===== src/rtl/core/gwwb_pkg.sv =====
// ============================================================================
// gwwb_pkg: shared types and constants of the word wrap line breaker
// Field widths, character codes, break causes and the transaction structs
// that travel between the stages of the breaker.
// ============================================================================
package gwwb_pkg;

    localparam int CODE_W  = 16;
    localparam int ADV_W   = 10;
    localparam int WIDTH_W = 22;
    localparam int OFF_W   = 13;

    localparam logic [OFF_W-1:0]   MAX_LINE_CHARS = OFF_W'(4096);
    localparam logic [WIDTH_W-1:0] WIDTH_MAX      = {WIDTH_W{1'b1}};

    localparam logic [CODE_W-1:0] CH_LF       = 16'h000A;
    localparam logic [CODE_W-1:0] CH_CR       = 16'h000D;
    localparam logic [CODE_W-1:0] CH_TAB      = 16'h0009;
    localparam logic [CODE_W-1:0] CH_SPACE    = 16'h0020;
    localparam logic [CODE_W-1:0] CH_BACKTICK = 16'h0060;
    localparam logic [CODE_W-1:0] CH_RETURN_ARROW = 16'h21B2;

    typedef enum logic [2:0] {
        END_RANGE      = 3'd0,
        END_NEWLINE    = 3'd1,
        END_WRAP_SPACE = 3'd2,
        END_WRAP_CHAR  = 3'd3,
        END_FORCED     = 3'd4
    } end_cause_t;

    typedef struct packed {
        logic [CODE_W-1:0] char_code;
        logic [ADV_W-1:0]  advance;
        logic              begin_req;
        logic              range_end;
    } char_item_t;

    typedef struct packed {
        logic [OFF_W-1:0]   break_offset;
        logic [WIDTH_W-1:0] line_width;
        end_cause_t         ended_by;
    } break_item_t;

    function automatic logic is_white(input logic [CODE_W-1:0] c);
        return (c == CH_SPACE) || (c == CH_TAB) || (c == CH_RETURN_ARROW) ||
               (c == CH_BACKTICK);
    endfunction

endpackage


===== src/rtl/core/gwwb_ifs.sv =====
// ============================================================================
// gwwb_ifs: channel interfaces of the word wrap line breaker
// A character channel and a break channel, each with valid, ready and payload.
// ============================================================================
interface gwwb_char_if;
    logic                          valid;
    logic                          ready;
    logic [gwwb_pkg::CODE_W-1:0]   char_code;
    logic [gwwb_pkg::ADV_W-1:0]    advance;
    logic                          begin_req;
    logic                          range_end;

    modport source (output valid, char_code, advance, begin_req, range_end, input ready);
    modport sink   (input valid, char_code, advance, begin_req, range_end, output ready);
endinterface

interface gwwb_break_if;
    logic                          valid;
    logic                          ready;
    logic [gwwb_pkg::OFF_W-1:0]    break_offset;
    logic [gwwb_pkg::WIDTH_W-1:0]  line_width;
    logic [2:0]                    ended_by;

    modport source (output valid, break_offset, line_width, ended_by, input ready);
    modport sink   (input valid, break_offset, line_width, ended_by, output ready);
endinterface


===== src/rtl/core/gwwb_in_stage.sv =====
// ============================================================================
// gwwb_in_stage: input register of the breaker
// Captures one character transaction and holds it until the core takes it.
// ============================================================================
module gwwb_in_stage (
    input  logic                 clk,
    input  logic                 rst_n,
    input  logic                 in_valid,
    output logic                 in_ready,
    input  gwwb_pkg::char_item_t in_item,
    input  logic                 take,
    output logic                 item_valid,
    output gwwb_pkg::char_item_t item
);
    import gwwb_pkg::*;

    logic       valid_reg;
    logic       valid_next;
    char_item_t item_reg;

    // The register frees up in the same cycle that the core consumes it.
    assign in_ready   = !valid_reg || take;
    assign valid_next = in_valid ? 1'b1 : (valid_reg && !take);

    always_ff @(posedge clk or negedge rst_n)
    begin
        if (!rst_n)
        begin
            valid_reg <= 1'b0;
        end
        else if (in_ready)
        begin
            valid_reg <= valid_next;
        end
    end

    always_ff @(posedge clk)
    begin
        if (in_valid && in_ready)
        begin
            item_reg <= in_item;
        end
    end

    assign item_valid = valid_reg;
    assign item       = item_reg;

endmodule


===== src/rtl/core/gwwb_core.sv =====
// ============================================================================
// gwwb_core: line state and break decision
// Holds the running line state and decides, per character, whether a line
// ends and why.
// ============================================================================
module gwwb_core (
    input  logic                          clk,
    input  logic                          rst_n,
    input  logic                          cfg_wr_en,
    input  logic [gwwb_pkg::WIDTH_W-1:0]  cfg_wr_data,
    input  logic                          fire,
    input  gwwb_pkg::char_item_t          item,
    output logic                          res_valid,
    output gwwb_pkg::break_item_t         res
);
    import gwwb_pkg::*;

    typedef enum logic [1:0] {
        PH_IDLE    = 2'd0,
        PH_MEASURE = 2'd1,
        PH_SKIP    = 2'd2
    } phase_t;

    logic [WIDTH_W-1:0] max_width_reg;
    logic [WIDTH_W-1:0] pen_reg, pen_next;
    logic [OFF_W-1:0]   cnt_reg, cnt_next;
    logic               space_reg, space_next;
    logic [OFF_W-1:0]   oas_reg, oas_next;
    logic [WIDTH_W-1:0] wts_reg, wts_next;
    logic               run_reg, run_next;
    logic               cr_reg, cr_next;
    phase_t             phase_reg, phase_next;

    // State as seen after a possible begin of request.
    logic [WIDTH_W-1:0] pen0, wts0;
    logic [OFF_W-1:0]   cnt0, oas0;
    logic               space0, run0, cr0;
    phase_t             phase0;

    logic [WIDTH_W:0]   pen_sum;
    logic [WIDTH_W-1:0] newpen;
    logic [OFF_W-1:0]   cnt_inc;
    logic [OFF_W-1:0]   oas_inc;
    logic               white;
    logic               is_space;

    always_comb
    begin
        if (item.begin_req)
        begin
            pen0   = '0;
            cnt0   = '0;
            space0 = 1'b0;
            oas0   = '0;
            wts0   = '0;
            run0   = 1'b0;
            cr0    = 1'b0;
            phase0 = PH_MEASURE;
        end
        else
        begin
            pen0   = pen_reg;
            cnt0   = cnt_reg;
            space0 = space_reg;
            oas0   = oas_reg;
            wts0   = wts_reg;
            run0   = run_reg;
            cr0    = cr_reg;
            phase0 = phase_reg;
        end
    end

    assign pen_sum  = {1'b0, pen0} + (WIDTH_W+1)'(item.advance);
    assign newpen   = pen_sum[WIDTH_W] ? WIDTH_MAX : pen_sum[WIDTH_W-1:0];
    assign cnt_inc  = cnt0 + 1'b1;
    assign oas_inc  = oas0 + 1'b1;
    assign white    = is_white(item.char_code);
    assign is_space = (item.char_code == CH_SPACE) || (item.char_code == CH_TAB);

    always_comb
    begin
        pen_next   = pen0;
        cnt_next   = cnt0;
        space_next = space0;
        oas_next   = oas0;
        wts_next   = wts0;
        run_next   = run0;
        cr_next    = cr0;
        phase_next = phase0;
        res_valid  = 1'b0;
        res.break_offset = oas0;
        res.line_width   = wts0;
        res.ended_by     = END_WRAP_SPACE;

        case (phase0)
            PH_IDLE:
            begin
                phase_next = PH_IDLE;
            end
            PH_SKIP:
            begin
                if (!white)
                begin
                    res_valid  = 1'b1;
                    phase_next = PH_IDLE;
                end
                else
                begin
                    oas_next = oas_inc;
                    if (item.range_end || (oas_inc >= MAX_LINE_CHARS))
                    begin
                        res_valid        = 1'b1;
                        res.break_offset = oas_inc;
                        phase_next       = PH_IDLE;
                    end
                end
            end
            PH_MEASURE:
            begin
                if (item.char_code == CH_LF)
                begin
                    res_valid        = 1'b1;
                    res.break_offset = cnt_inc;
                    res.line_width   = newpen;
                    res.ended_by     = END_NEWLINE;
                    phase_next       = PH_IDLE;
                end
                else if (cr0)
                begin
                    // A lone CR ends the line before this character.
                    res_valid        = 1'b1;
                    res.break_offset = cnt0;
                    res.line_width   = pen0;
                    res.ended_by     = END_NEWLINE;
                    phase_next       = PH_IDLE;
                end
                else
                begin
                    if (is_space)
                    begin
                        space_next = 1'b1;
                        oas_next   = cnt_inc;
                        wts_next   = newpen;
                        run_next   = 1'b1;
                    end
                    else if (run0 && white)
                    begin
                        oas_next = oas_inc;
                    end
                    else
                    begin
                        run_next = 1'b0;
                    end

                    if (newpen > max_width_reg)
                    begin
                        if (space_next)
                        begin
                            if (run_next && !item.range_end &&
                                (oas_next < MAX_LINE_CHARS))
                            begin
                                phase_next = PH_SKIP;
                            end
                            else
                            begin
                                res_valid        = 1'b1;
                                res.break_offset = oas_next;
                                res.line_width   = wts_next;
                                res.ended_by     = END_WRAP_SPACE;
                                phase_next       = PH_IDLE;
                            end
                        end
                        else if (cnt0 != '0)
                        begin
                            res_valid        = 1'b1;
                            res.break_offset = cnt0;
                            res.line_width   = pen0;
                            res.ended_by     = END_WRAP_CHAR;
                            phase_next       = PH_IDLE;
                        end
                        else
                        begin
                            res_valid        = 1'b1;
                            res.break_offset = OFF_W'(1);
                            res.line_width   = WIDTH_W'(item.advance);
                            res.ended_by     = END_FORCED;
                            phase_next       = PH_IDLE;
                        end
                    end
                    else
                    begin
                        pen_next = newpen;
                        cnt_next = cnt_inc;
                        cr_next  = (item.char_code == CH_CR);
                        if (item.range_end || (cnt_inc >= MAX_LINE_CHARS))
                        begin
                            res_valid        = 1'b1;
                            res.break_offset = cnt_inc;
                            res.line_width   = newpen;
                            res.ended_by     = END_RANGE;
                            phase_next       = PH_IDLE;
                        end
                    end
                end
            end
            default:
            begin
                phase_next = PH_IDLE;
            end
        endcase
    end

    always_ff @(posedge clk or negedge rst_n)
    begin
        if (!rst_n)
        begin
            max_width_reg <= WIDTH_MAX;
            pen_reg       <= '0;
            cnt_reg       <= '0;
            space_reg     <= 1'b0;
            oas_reg       <= '0;
            wts_reg       <= '0;
            run_reg       <= 1'b0;
            cr_reg        <= 1'b0;
            phase_reg     <= PH_IDLE;
        end
        else
        begin
            if (cfg_wr_en)
            begin
                max_width_reg <= cfg_wr_data;
            end
            if (fire)
            begin
                pen_reg   <= pen_next;
                cnt_reg   <= cnt_next;
                space_reg <= space_next;
                oas_reg   <= oas_next;
                wts_reg   <= wts_next;
                run_reg   <= run_next;
                cr_reg    <= cr_next;
                phase_reg <= phase_next;
            end
        end
    end

endmodule


===== src/rtl/core/gwwb_out_stage.sv =====
// ============================================================================
// gwwb_out_stage: result register of the breaker
// Holds one break result until the downstream side takes it.
// ============================================================================
module gwwb_out_stage (
    input  logic                  clk,
    input  logic                  rst_n,
    input  logic                  load,
    input  logic                  res_valid,
    input  gwwb_pkg::break_item_t res,
    output logic                  free,
    output logic                  out_valid,
    input  logic                  out_ready,
    output gwwb_pkg::break_item_t out_item
);
    import gwwb_pkg::*;

    logic        valid_reg;
    break_item_t data_reg;

    assign free = !valid_reg || out_ready;

    always_ff @(posedge clk or negedge rst_n)
    begin
        if (!rst_n)
        begin
            valid_reg <= 1'b0;
        end
        else if (load)
        begin
            valid_reg <= res_valid;
        end
        else if (out_ready)
        begin
            valid_reg <= 1'b0;
        end
    end

    always_ff @(posedge clk)
    begin
        if (load && res_valid)
        begin
            data_reg <= res;
        end
    end

    assign out_valid = valid_reg;
    assign out_item  = data_reg;

endmodule


===== src/rtl/core/greedy_word_wrap_breaker.sv =====
// ============================================================================
// greedy_word_wrap_breaker: greedy word wrap line breaker
// Sums character advances of one break request and reports where the line
// breaks, how wide it is and what ended it.
// ============================================================================
//
//  Channel   Direction  Payload                                   Per transaction
//  chars     in         char_code, advance, begin_req, range_end  one character
//  breaks    out        break_offset, line_width, ended_by        one line break
//  cfg       in         cfg_wr_data (max_line_width)              register write
//
// One character is accepted in every cycle unless the break channel stalls.
// It waits in the character register, and its break result is registered in
// the result register, from which it shows up on the output.
// The rate is set by the single line state update, an add with saturation
// and a compare against the width limit, done once per character.
// Reset clears the line state, returns the breaker to idle and sets the width
// limit to its largest value; no clearing pass is needed.
// A stall on the break channel holds the result register, and the character
// register behind it fills and then holds the character channel back.

module greedy_word_wrap_breaker (
    input  logic                          clk,
    input  logic                          rst_n,
    gwwb_char_if.sink                     chars,
    gwwb_break_if.source                  breaks,
    input  logic                          cfg_wr_en,
    input  logic [gwwb_pkg::WIDTH_W-1:0]  cfg_wr_data
);
    import gwwb_pkg::*;

    char_item_t  in_item;
    char_item_t  item;
    logic        item_valid;
    logic        take;
    logic        out_free;
    logic        res_valid;
    break_item_t res;
    break_item_t out_item;

    assign in_item.char_code = chars.char_code;
    assign in_item.advance   = chars.advance;
    assign in_item.begin_req = chars.begin_req;
    assign in_item.range_end = chars.range_end;

    // The core works on the held character whenever the result register can
    // take whatever that character produces, including no result at all.
    assign take = item_valid && out_free;

    gwwb_in_stage u_in (
        .clk        (clk),
        .rst_n      (rst_n),
        .in_valid   (chars.valid),
        .in_ready   (chars.ready),
        .in_item    (in_item),
        .take       (take),
        .item_valid (item_valid),
        .item       (item)
    );

    gwwb_core u_core (
        .clk         (clk),
        .rst_n       (rst_n),
        .cfg_wr_en   (cfg_wr_en),
        .cfg_wr_data (cfg_wr_data),
        .fire        (take),
        .item        (item),
        .res_valid   (res_valid),
        .res         (res)
    );

    gwwb_out_stage u_out (
        .clk       (clk),
        .rst_n     (rst_n),
        .load      (take),
        .res_valid (res_valid),
        .res       (res),
        .free      (out_free),
        .out_valid (breaks.valid),
        .out_ready (breaks.ready),
        .out_item  (out_item)
    );

    // The break channel carries the cause as a plain three-bit code.
    assign breaks.break_offset = out_item.break_offset;
    assign breaks.line_width   = out_item.line_width;
    assign breaks.ended_by     = 3'(out_item.ended_by);

endmodule


===== src/flat_wrapper.sv =====
// flat-port wrapper written by rule: the top's interface ports become plain ports
module greedy_word_wrap_breaker_flat import gwwb_pkg::*;
  (clk, rst_n, cfg_wr_en, cfg_wr_data, chars_valid, chars_char_code, chars_advance, chars_begin_req, chars_range_end, chars_ready, breaks_valid, breaks_break_offset, breaks_line_width, breaks_ended_by, breaks_ready);
  gwwb_char_if chars_i ();
  gwwb_break_if breaks_i ();
  input  logic clk;
  input  logic rst_n;
  input  logic cfg_wr_en;
  input  logic [gwwb_pkg::WIDTH_W-1:0] cfg_wr_data;
  input wire logic [$bits(chars_i.valid)-1:0] chars_valid;
  input wire logic [$bits(chars_i.char_code)-1:0] chars_char_code;
  input wire logic [$bits(chars_i.advance)-1:0] chars_advance;
  input wire logic [$bits(chars_i.begin_req)-1:0] chars_begin_req;
  input wire logic [$bits(chars_i.range_end)-1:0] chars_range_end;
  output wire logic [$bits(chars_i.ready)-1:0] chars_ready;
  output wire logic [$bits(breaks_i.valid)-1:0] breaks_valid;
  output wire logic [$bits(breaks_i.break_offset)-1:0] breaks_break_offset;
  output wire logic [$bits(breaks_i.line_width)-1:0] breaks_line_width;
  output wire logic [$bits(breaks_i.ended_by)-1:0] breaks_ended_by;
  input wire logic [$bits(breaks_i.ready)-1:0] breaks_ready;
  assign chars_i.valid = chars_valid;
  assign chars_i.char_code = chars_char_code;
  assign chars_i.advance = chars_advance;
  assign chars_i.begin_req = chars_begin_req;
  assign chars_i.range_end = chars_range_end;
  assign chars_ready = chars_i.ready;
  assign breaks_valid = breaks_i.valid;
  assign breaks_break_offset = breaks_i.break_offset;
  assign breaks_line_width = breaks_i.line_width;
  assign breaks_ended_by = breaks_i.ended_by;
  assign breaks_i.ready = breaks_ready;
  greedy_word_wrap_breaker u_core (.clk(clk), .rst_n(rst_n), .chars(chars_i), .breaks(breaks_i), .cfg_wr_en(cfg_wr_en), .cfg_wr_data(cfg_wr_data));
endmodule

===== config.mk =====
export PLATFORM = sky130hd
export DESIGN_NAME = greedy_word_wrap_breaker_flat
export DESIGN_NICKNAME = d
export VERILOG_FILES = /design/src/rtl/core/gwwb_pkg.sv /design/src/rtl/core/gwwb_ifs.sv /design/src/rtl/core/gwwb_in_stage.sv /design/src/rtl/core/gwwb_core.sv /design/src/rtl/core/gwwb_out_stage.sv /design/src/rtl/core/greedy_word_wrap_breaker.sv /design/src/flat_wrapper.sv
export SDC_FILE = /design/constraint.sdc
export NUM_CORES = 1
export LEC_CHECK = 0
export ABC_CLOCK_PERIOD_IN_PS = 11520
export BUFFER_PORTS_ARGS = -buffer_cell sky130_fd_sc_hd__buf_2
export CELL_PAD_IN_SITES_DETAIL_PLACEMENT = 0
export CELL_PAD_IN_SITES_GLOBAL_PLACEMENT = 1
export CORE_ASPECT_RATIO = 1.25
export CORE_MARGIN = 1.5
export CORE_UTILIZATION = 47
export DETAILED_ROUTE_END_ITERATION = 12
export PLACE_DENSITY_LB_ADDON = 0.3
export SYNTH_ARGS = -nofsm -noshare
export SYNTH_HDL_FRONTEND = slang
export SYNTH_SLANG_ARGS = --single-unit

===== constraint.sdc =====
create_clock -name clk -period 11.52 [get_ports clk]
set_input_delay 0.576 -clock clk [delete_from_list [all_inputs] [get_ports clk]]
set_output_delay 0.576 -clock clk [all_outputs]
set_load 0.02 [all_outputs]

* After elaboration in Yosys (flattened, before gate mapping)
Cells that the tools add are included.
Operators by class: $lt $le $gt $ge 4, bitwise gates (word level) 1, reduce and logical (&&, ||, !) cells 21, add/sub/neg operators 3, eq/ne operators 8, mux-type cells 81
Operators with widths (count):
- 2-to-1 mux 38 bit | 7
- 2-to-1 mux 22 bit | 11
- 2-to-1 mux 13 bit | 16
- one-hot mux 13 bit (2 select lines) | 2
- == test 16 x 4 -> 1 bit, second input constant | 3
- 2-to-1 mux 1 bit | 33
- adder 13 x 1 -> 13 bit, second input constant | 2
- >= comparator 13 bit, second input constant | 2
- 2-to-1 mux 25 bit | 1
- adder 22 x 10 -> 23 bit | 1
- greater-than comparator 22 bit | 1
- 2-to-1 mux 2 bit | 9
- == test 16 x 14 -> 1 bit, second input constant | 1
- == test 16 x 6 -> 1 bit, second input constant | 1
- == test 16 x 7 -> 1 bit, second input constant | 1
- less-than comparator 13 bit, second input constant | 1
- nonzero test 13 bit | 1
- logical AND 1 bit | 7
- logical OR 1 bit | 7
- zero test 1 bit | 4
- one-hot mux 2 bit (2 select lines) | 1
- OR reduction 3 bit | 1
- == test 2 x 1 -> 1 bit, second input constant | 1
- == test 2 bit, second input constant | 1
- 3 further kinds | 3
Word-level totals: input port bits 55, flip-flop bits (word level) 165, output and inout bits 40, word-level logic and storage cells 137

* Logic depth before layout (Yosys ltp)
depth after elaboration 19, mapped depth 26, mapped depth without buffers 18

* Cells and area by module
Synthesis repeated with hierarchy kept, for this count alone.
Unflattened totals: cells, all modules 1433, area total of the unflattened synthesis 12393.1 sq um
Modules (own cells, without submodules):
- gwwb_core | sequential area each 2454.9 sq um, times used 1, area an instance 10296.1 sq um, cells an instance 1358
- gwwb_out_stage | sequential area each 1166.1 sq um, times used 1, area an instance 1196.1 sq um, cells an instance 42
- gwwb_in_stage | sequential area each 865.8 sq um, times used 1, area an instance 894.6 sq um, cells an instance 32
- greedy_word_wrap_breaker | sequential area each 0.0 sq um, times used 1, area an instance 6.3 sq um, cells an instance 1

* Worst setup path after synthesis
OpenSTA, ideal clock, no wires.
path kind register -> register, from reg u_core.u_in.item_reg (netlist bit u_core.u_in.item[1]), to reg u_core.u_out.data_reg (netlist bit u_core.u_out.out_item[0]) (enable), path slack 3302 ps, clock period less this slack 8218 ps, data required time 10790 ps, stages on the path, launching flop included 25, buffers on the path 9, setup time 730 ps, arrival 7487 ps, path through edfxtp_1 -> clkbuf_1 -> clkbuf_1 -> buf_1 -> clkbuf_1 -> buf_1 -> clkbuf_1 -> nor2b_1 -> ha_1 -> fa_1 -> a21o_1 -> o2bb2ai_1 -> o2111ai_1 -> clkbuf_1 -> clkbuf_1 -> nand2_1 -> ha_1 -> and4_1 -> a2111oi_0 -> o22ai_1 -> o31ai_1 -> clkbuf_1 -> nor2_1 -> o21bai_1 -> o21ai_0
Between the ends: word-level cells in the longest chain between the ends 16, elaborated cells between the ends (all ways) 46, classes of those cells 3 x add/sub; 4 x order compare; 2 x eq/ne; 31 x mux; 6 x reduce/logical
Ends and longest elaborated chain:
- start: declaration | RTL line gwwb_in_stage.sv:19 | char_item_t item_reg;
- start signal: assignment | RTL line gwwb_in_stage.sv:41 | item_reg <= in_item;
- 2-to-1 mux 13 bit / 2-to-1 mux 1 bit (equally long branches) | RTL line gwwb_core.sv:49 | if (item.begin_req)
- adder 13 x 1 -> 13 bit / logical AND 1 bit (equally long branches) | RTL line gwwb_core.sv:76, gwwb_core.sv:146
- 2-to-1 mux 13 bit / 2-to-1 mux 1 bit (equally long branches) | RTL line gwwb_core.sv:146 | else if (run0 && white)
- 2-to-1 mux 13 bit / 2-to-1 mux 1 bit (equally long branches) | RTL line gwwb_core.sv:139 | if (is_space)
- 2-to-1 mux 13 bit / 2-to-1 mux 1 bit (equally long branches) | RTL line gwwb_core.sv:128 | else if (cr0)
- 2-to-1 mux 13 bit / 2-to-1 mux 1 bit (equally long branches) | RTL line gwwb_core.sv:120 | if (item.char_code == CH_LF)
- 2-to-1 mux 13 bit / 2-to-1 mux 1 bit (equally long branches) | RTL line gwwb_core.sv:95 | case (phase0)
- less-than comparator 13 bit / logical AND 1 bit (equally long branches) | RTL line gwwb_core.sv:160, gwwb_core.sv:159
- logical AND 1 bit | RTL line gwwb_core.sv:159 | if (run_next && !item.range_end &&
- 2-to-1 mux 1 bit | RTL line gwwb_core.sv:159
- 2-to-1 mux 1 bit | RTL line gwwb_core.sv:157 | if (space_next)
- 2-to-1 mux 1 bit | RTL line gwwb_core.sv:155 | if (newpen > max_width_reg)
- 2-to-1 mux 1 bit | RTL line gwwb_core.sv:128
- 2-to-1 mux 1 bit | RTL line gwwb_core.sv:120
- one-hot mux 1 bit (2 select lines) (*) | RTL line gwwb_core.sv:95
- logical AND 1 bit (*) | RTL line gwwb_out_stage.sv:41 | if (load && res_valid)
- end signal: assignment | RTL line gwwb_out_stage.sv:43 | data_reg <= res;
- end: declaration | RTL line gwwb_out_stage.sv:19 | break_item_t data_reg;
Mark *: on every way between the ends. The rest lies on a longest branch, timed or not. The select of a mux whose other input is x is not followed. A chain may end at the register's enable or synchronous reset.

==> results.md <==
- HPWL after DPL: 31430 um
- Share of layout cells above drive strength 1: 14.94%
- Setup Buffers After CTS: 0
- Dominant cell type by area after synthesis: edfxtp_1
- # hold bufs at CTS: 0
- Area growth, synth to finish: 10.68%
- Die width: 146.8 um
- Largest net degree at the start of global routing: 71
- Ys Warns: 0
- Antenna violations before repair: 0
- Crit path max-delay family: compound AO/OA/AOI/OAI gates
- Worst Setup Start Kind: register
- Max reg flops: 38
- Critical path's most frequent cell: buf_4
- Worst skew pair latency: 450 ps
- Crit path from: u_core.u_in.item[1]$_DFFE_PP_
- Die H: 182.8 um
- Final setup viols: 0
- Number of nets produced by synthesis: 1556
- Root Buffer: clkbuf_16
- Hold Path Class: primary input to async pin
- Worst Skew: 12.80 ps
- CTS H-Tree Depth: 4
- Leakage power: 5.361 nW
- Vias in the first global route: 12.21k
- RSZ-0062 raised after global routing: no
- Initial Util: 48.05%
- DRT Pass-1 Iters: 6
- Global-route wire length before repair: 70710 um
- Worst slack at placement: 4890 ps
- Placed Area: 0.01288 mm^2
- Largest stage delay, worst path: 880 ps
- Period utilisation layout: 59.34%
- Worst-margin pin slew: 1234 ps
- Total Power: 1.606 mW
- IO Count: 95
- Synthesized instance count: 1463
- Die area: 0.02684 mm^2
- Cell variety after synth: 94
- Worst path slowest cell: nor3_1
- Sum Neg Setup Slack: 0 ps
- Worst Setup Path Type: register to register
- Post-synthesis sequential area ratio: 36.92%
- #FFs+latches synth: 165
- Worst path arrival time: 7030 ps
- Design area: 0.01345 mm^2
- CORE AREA: 0.02529 mm^2
- Slew Viols, Final: 0
- Max Clock Freq: 0.1463 GHz
- Max_cap viols: 0
- Vias: 12.63k
- Final wirelength: 46160 um
- CTS Buffer Depth: 2
- Async S/R FF share, synth: 60.00%
- Crit path capture type: register
- Port bufs: 94
- Post-synth EDFFs: 66
- Final core occ: 53.18%
- Maximum vdd ir drop: 0.09544 mV
- Fin crit period: 6836 ps
- Max FO, Critical Path: 28
- Placer Congestion: 0.9695
- CTS tree: built
- Post-synthesis average cell area: 8.308 um^2
- Num CTS Buffers: 17
- Mean routed wirelength per cell: 25.15 um
- Number of clock sinks: 165
- Nets: 1579
- Req. time, crit path: 11710 ps
- GR Util All Layers: 34.69%
- Grt ovf: 0
- Dominant synthesized flop cell: dfrtp_1
- DR DRC count: 0
- Relative slew slack: 17.44%
- Hold violation total from the final report: 0
- Final WS setup: 4684 ps
- Worst r2r src: u_core.u_in.item[1]$_DFFE_PP_
- Status: completed
- Crit-path cells: buf_4 -> nor2b_1 -> ha_1 -> fa_1 -> a21o_1 -> o2bb2ai_1 -> o2111ai_1 -> buf_4 -> nand2_1 -> ha_1 -> a21o_1 -> a2111oi_0 -> o22ai_1 -> o31a_1 -> buf_4 -> nor3_1 -> a21oi_1 -> nor4b_1 -> or3_1
- Post-cts resize count: 0
- Mapped Area: 0.01215 mm^2
- Starting DRT DRC Count: 1561
- Pwr/cell area: 119.4 mW/mm^2
- Leading cell types by total area after synthesis: edfxtp_1 (16%), dfrtp_1 (16%), nand2_1 (5.8%), dfstp_2 (4.8%), o21ai_0 (4.7%)
- Via density: 6.884
- Area share of the largest cell type after synthesis: 16.31%
- CTS clk-pin slew, worst paths: 70 ps
- Row count: 65
- Final ANT Viol Nets: 0
- CP Buf/Inv Count: 3
layer usage:
metal  wire [um]  up-vias  track usage [%]
met1       16850     5908            41.37
met2       20710      898            54.45
met4        4064        0            28.16
li1            -     5559                -
met3        4532      267            6.915
met5           0        -                0
layout by cell type (no fill, tap or decap), types with 22 or more instances in the layout:
cell type and n:
buf_4 34, a22o_1 38, inv_1 45, edfxtp_1 66, a21oi_1 101, a31oi_1 26, nor2b_1 37, nand2_1 189
o211ai_1 27, dfrtp_1 77, dfstp_2 22, o21ai_1 31, ha_1 37, o21ai_0 112, buf_2 93, a221oi_1 22
nor2_1 110, nor3_1 29, nand3_1 36
synthesized netlist by cell type, types with 14 or more instances:
| cell type | number |
|---|---|
| nor2b_1 | 38 |
| a31oi_1 | 26 |
| o21ai_0 | 115 |
| o21ai_1 | 30 |
| a21oi_1 | 101 |
| dfrtp_1 | 77 |
| and3_1 | 19 |
| nand2_1 | 189 |
| o221ai_1 | 15 |
| o31ai_1 | 17 |
| ha_1 | 37 |
| nor2_1 | 113 |
| a22o_1 | 38 |
| inv_1 | 45 |
| buf_2 | 14 |
| o211ai_1 | 27 |
| dfstp_2 | 22 |
| a221oi_1 | 22 |
| a21o_1 | 14 |
| nor3_1 | 31 |
| clkbuf_1 | 95 |
| nand3_1 | 37 |
| xnor2_1 | 15 |
| edfxtp_1 | 66 |
final timing paths:
kind / slack [ps] / cells past startpoint / end
setup / recovery: 4680 / 19 / u_core.u_out.out_item[10]$_DFFE_PP_
hold / removal: 60 / 1 / u_core.u_core.oas_reg[4]$_DFFE_PN0P_
setup reg to reg: 4680 / 19 / u_core.u_out.out_item[10]$_DFFE_PP_
hold reg to reg: 480 / 2 / u_core.u_core.wts_reg[3]$_DFFE_PN0P_
max in group asynchronous: 10110 / 2 / u_core.u_core.pen_reg[10]$_DFFE_PN0P_
min in group clk: 300 / 1 / u_core.u_in.item[20]$_DFFE_PP_
cell type report:
cell class | count | area, um^2
Sequential cell | 165 | 4487
Antenna cell | 1 | 2.502
Tap cell | 335 | 419.2
Inverter | 45 | 168.9
Timing Repair Buffer | 127 | 720.7
Fill cell | 2384 | 11840
Clock buffer | 17 | 425.4
Multi-Input combinational cell | 1130 | 7084
Clock inverter | 15 | 143.9
report_power, final:
group	internal, mW	switching (mW)
Sequential	0.652	0.0299
Combinational	0.113	0.240
Clock	0.302	0.269
Total	1.07	0.538
stage by stage:
stage / hold slack [ps] / instances
after floorplan: 280.4 / 1463
after global placement: 457.3 / 1802
after detailed placement: 467.7 / 1802
after CTS: 76.24 / 1834
after global routing: 99.73 / 1834
final: 59.54 / 1835
kinds of logic after synthesis:
family                   after synthesis  share of synthesized area, %
flip-flops                           165                         36.92
adder cells (fa/ha/maj)               38                         3.974
buffers and inverters                168                         5.425
AND/OR/NAND/NOR                      509                         19.80
AO/OA/AOI/OAI                        540                         30.58
multiplexers                          15                         1.287
XOR/XNOR                              28                         2.018
No activity file was read; power rests on OpenSTA's default activity.
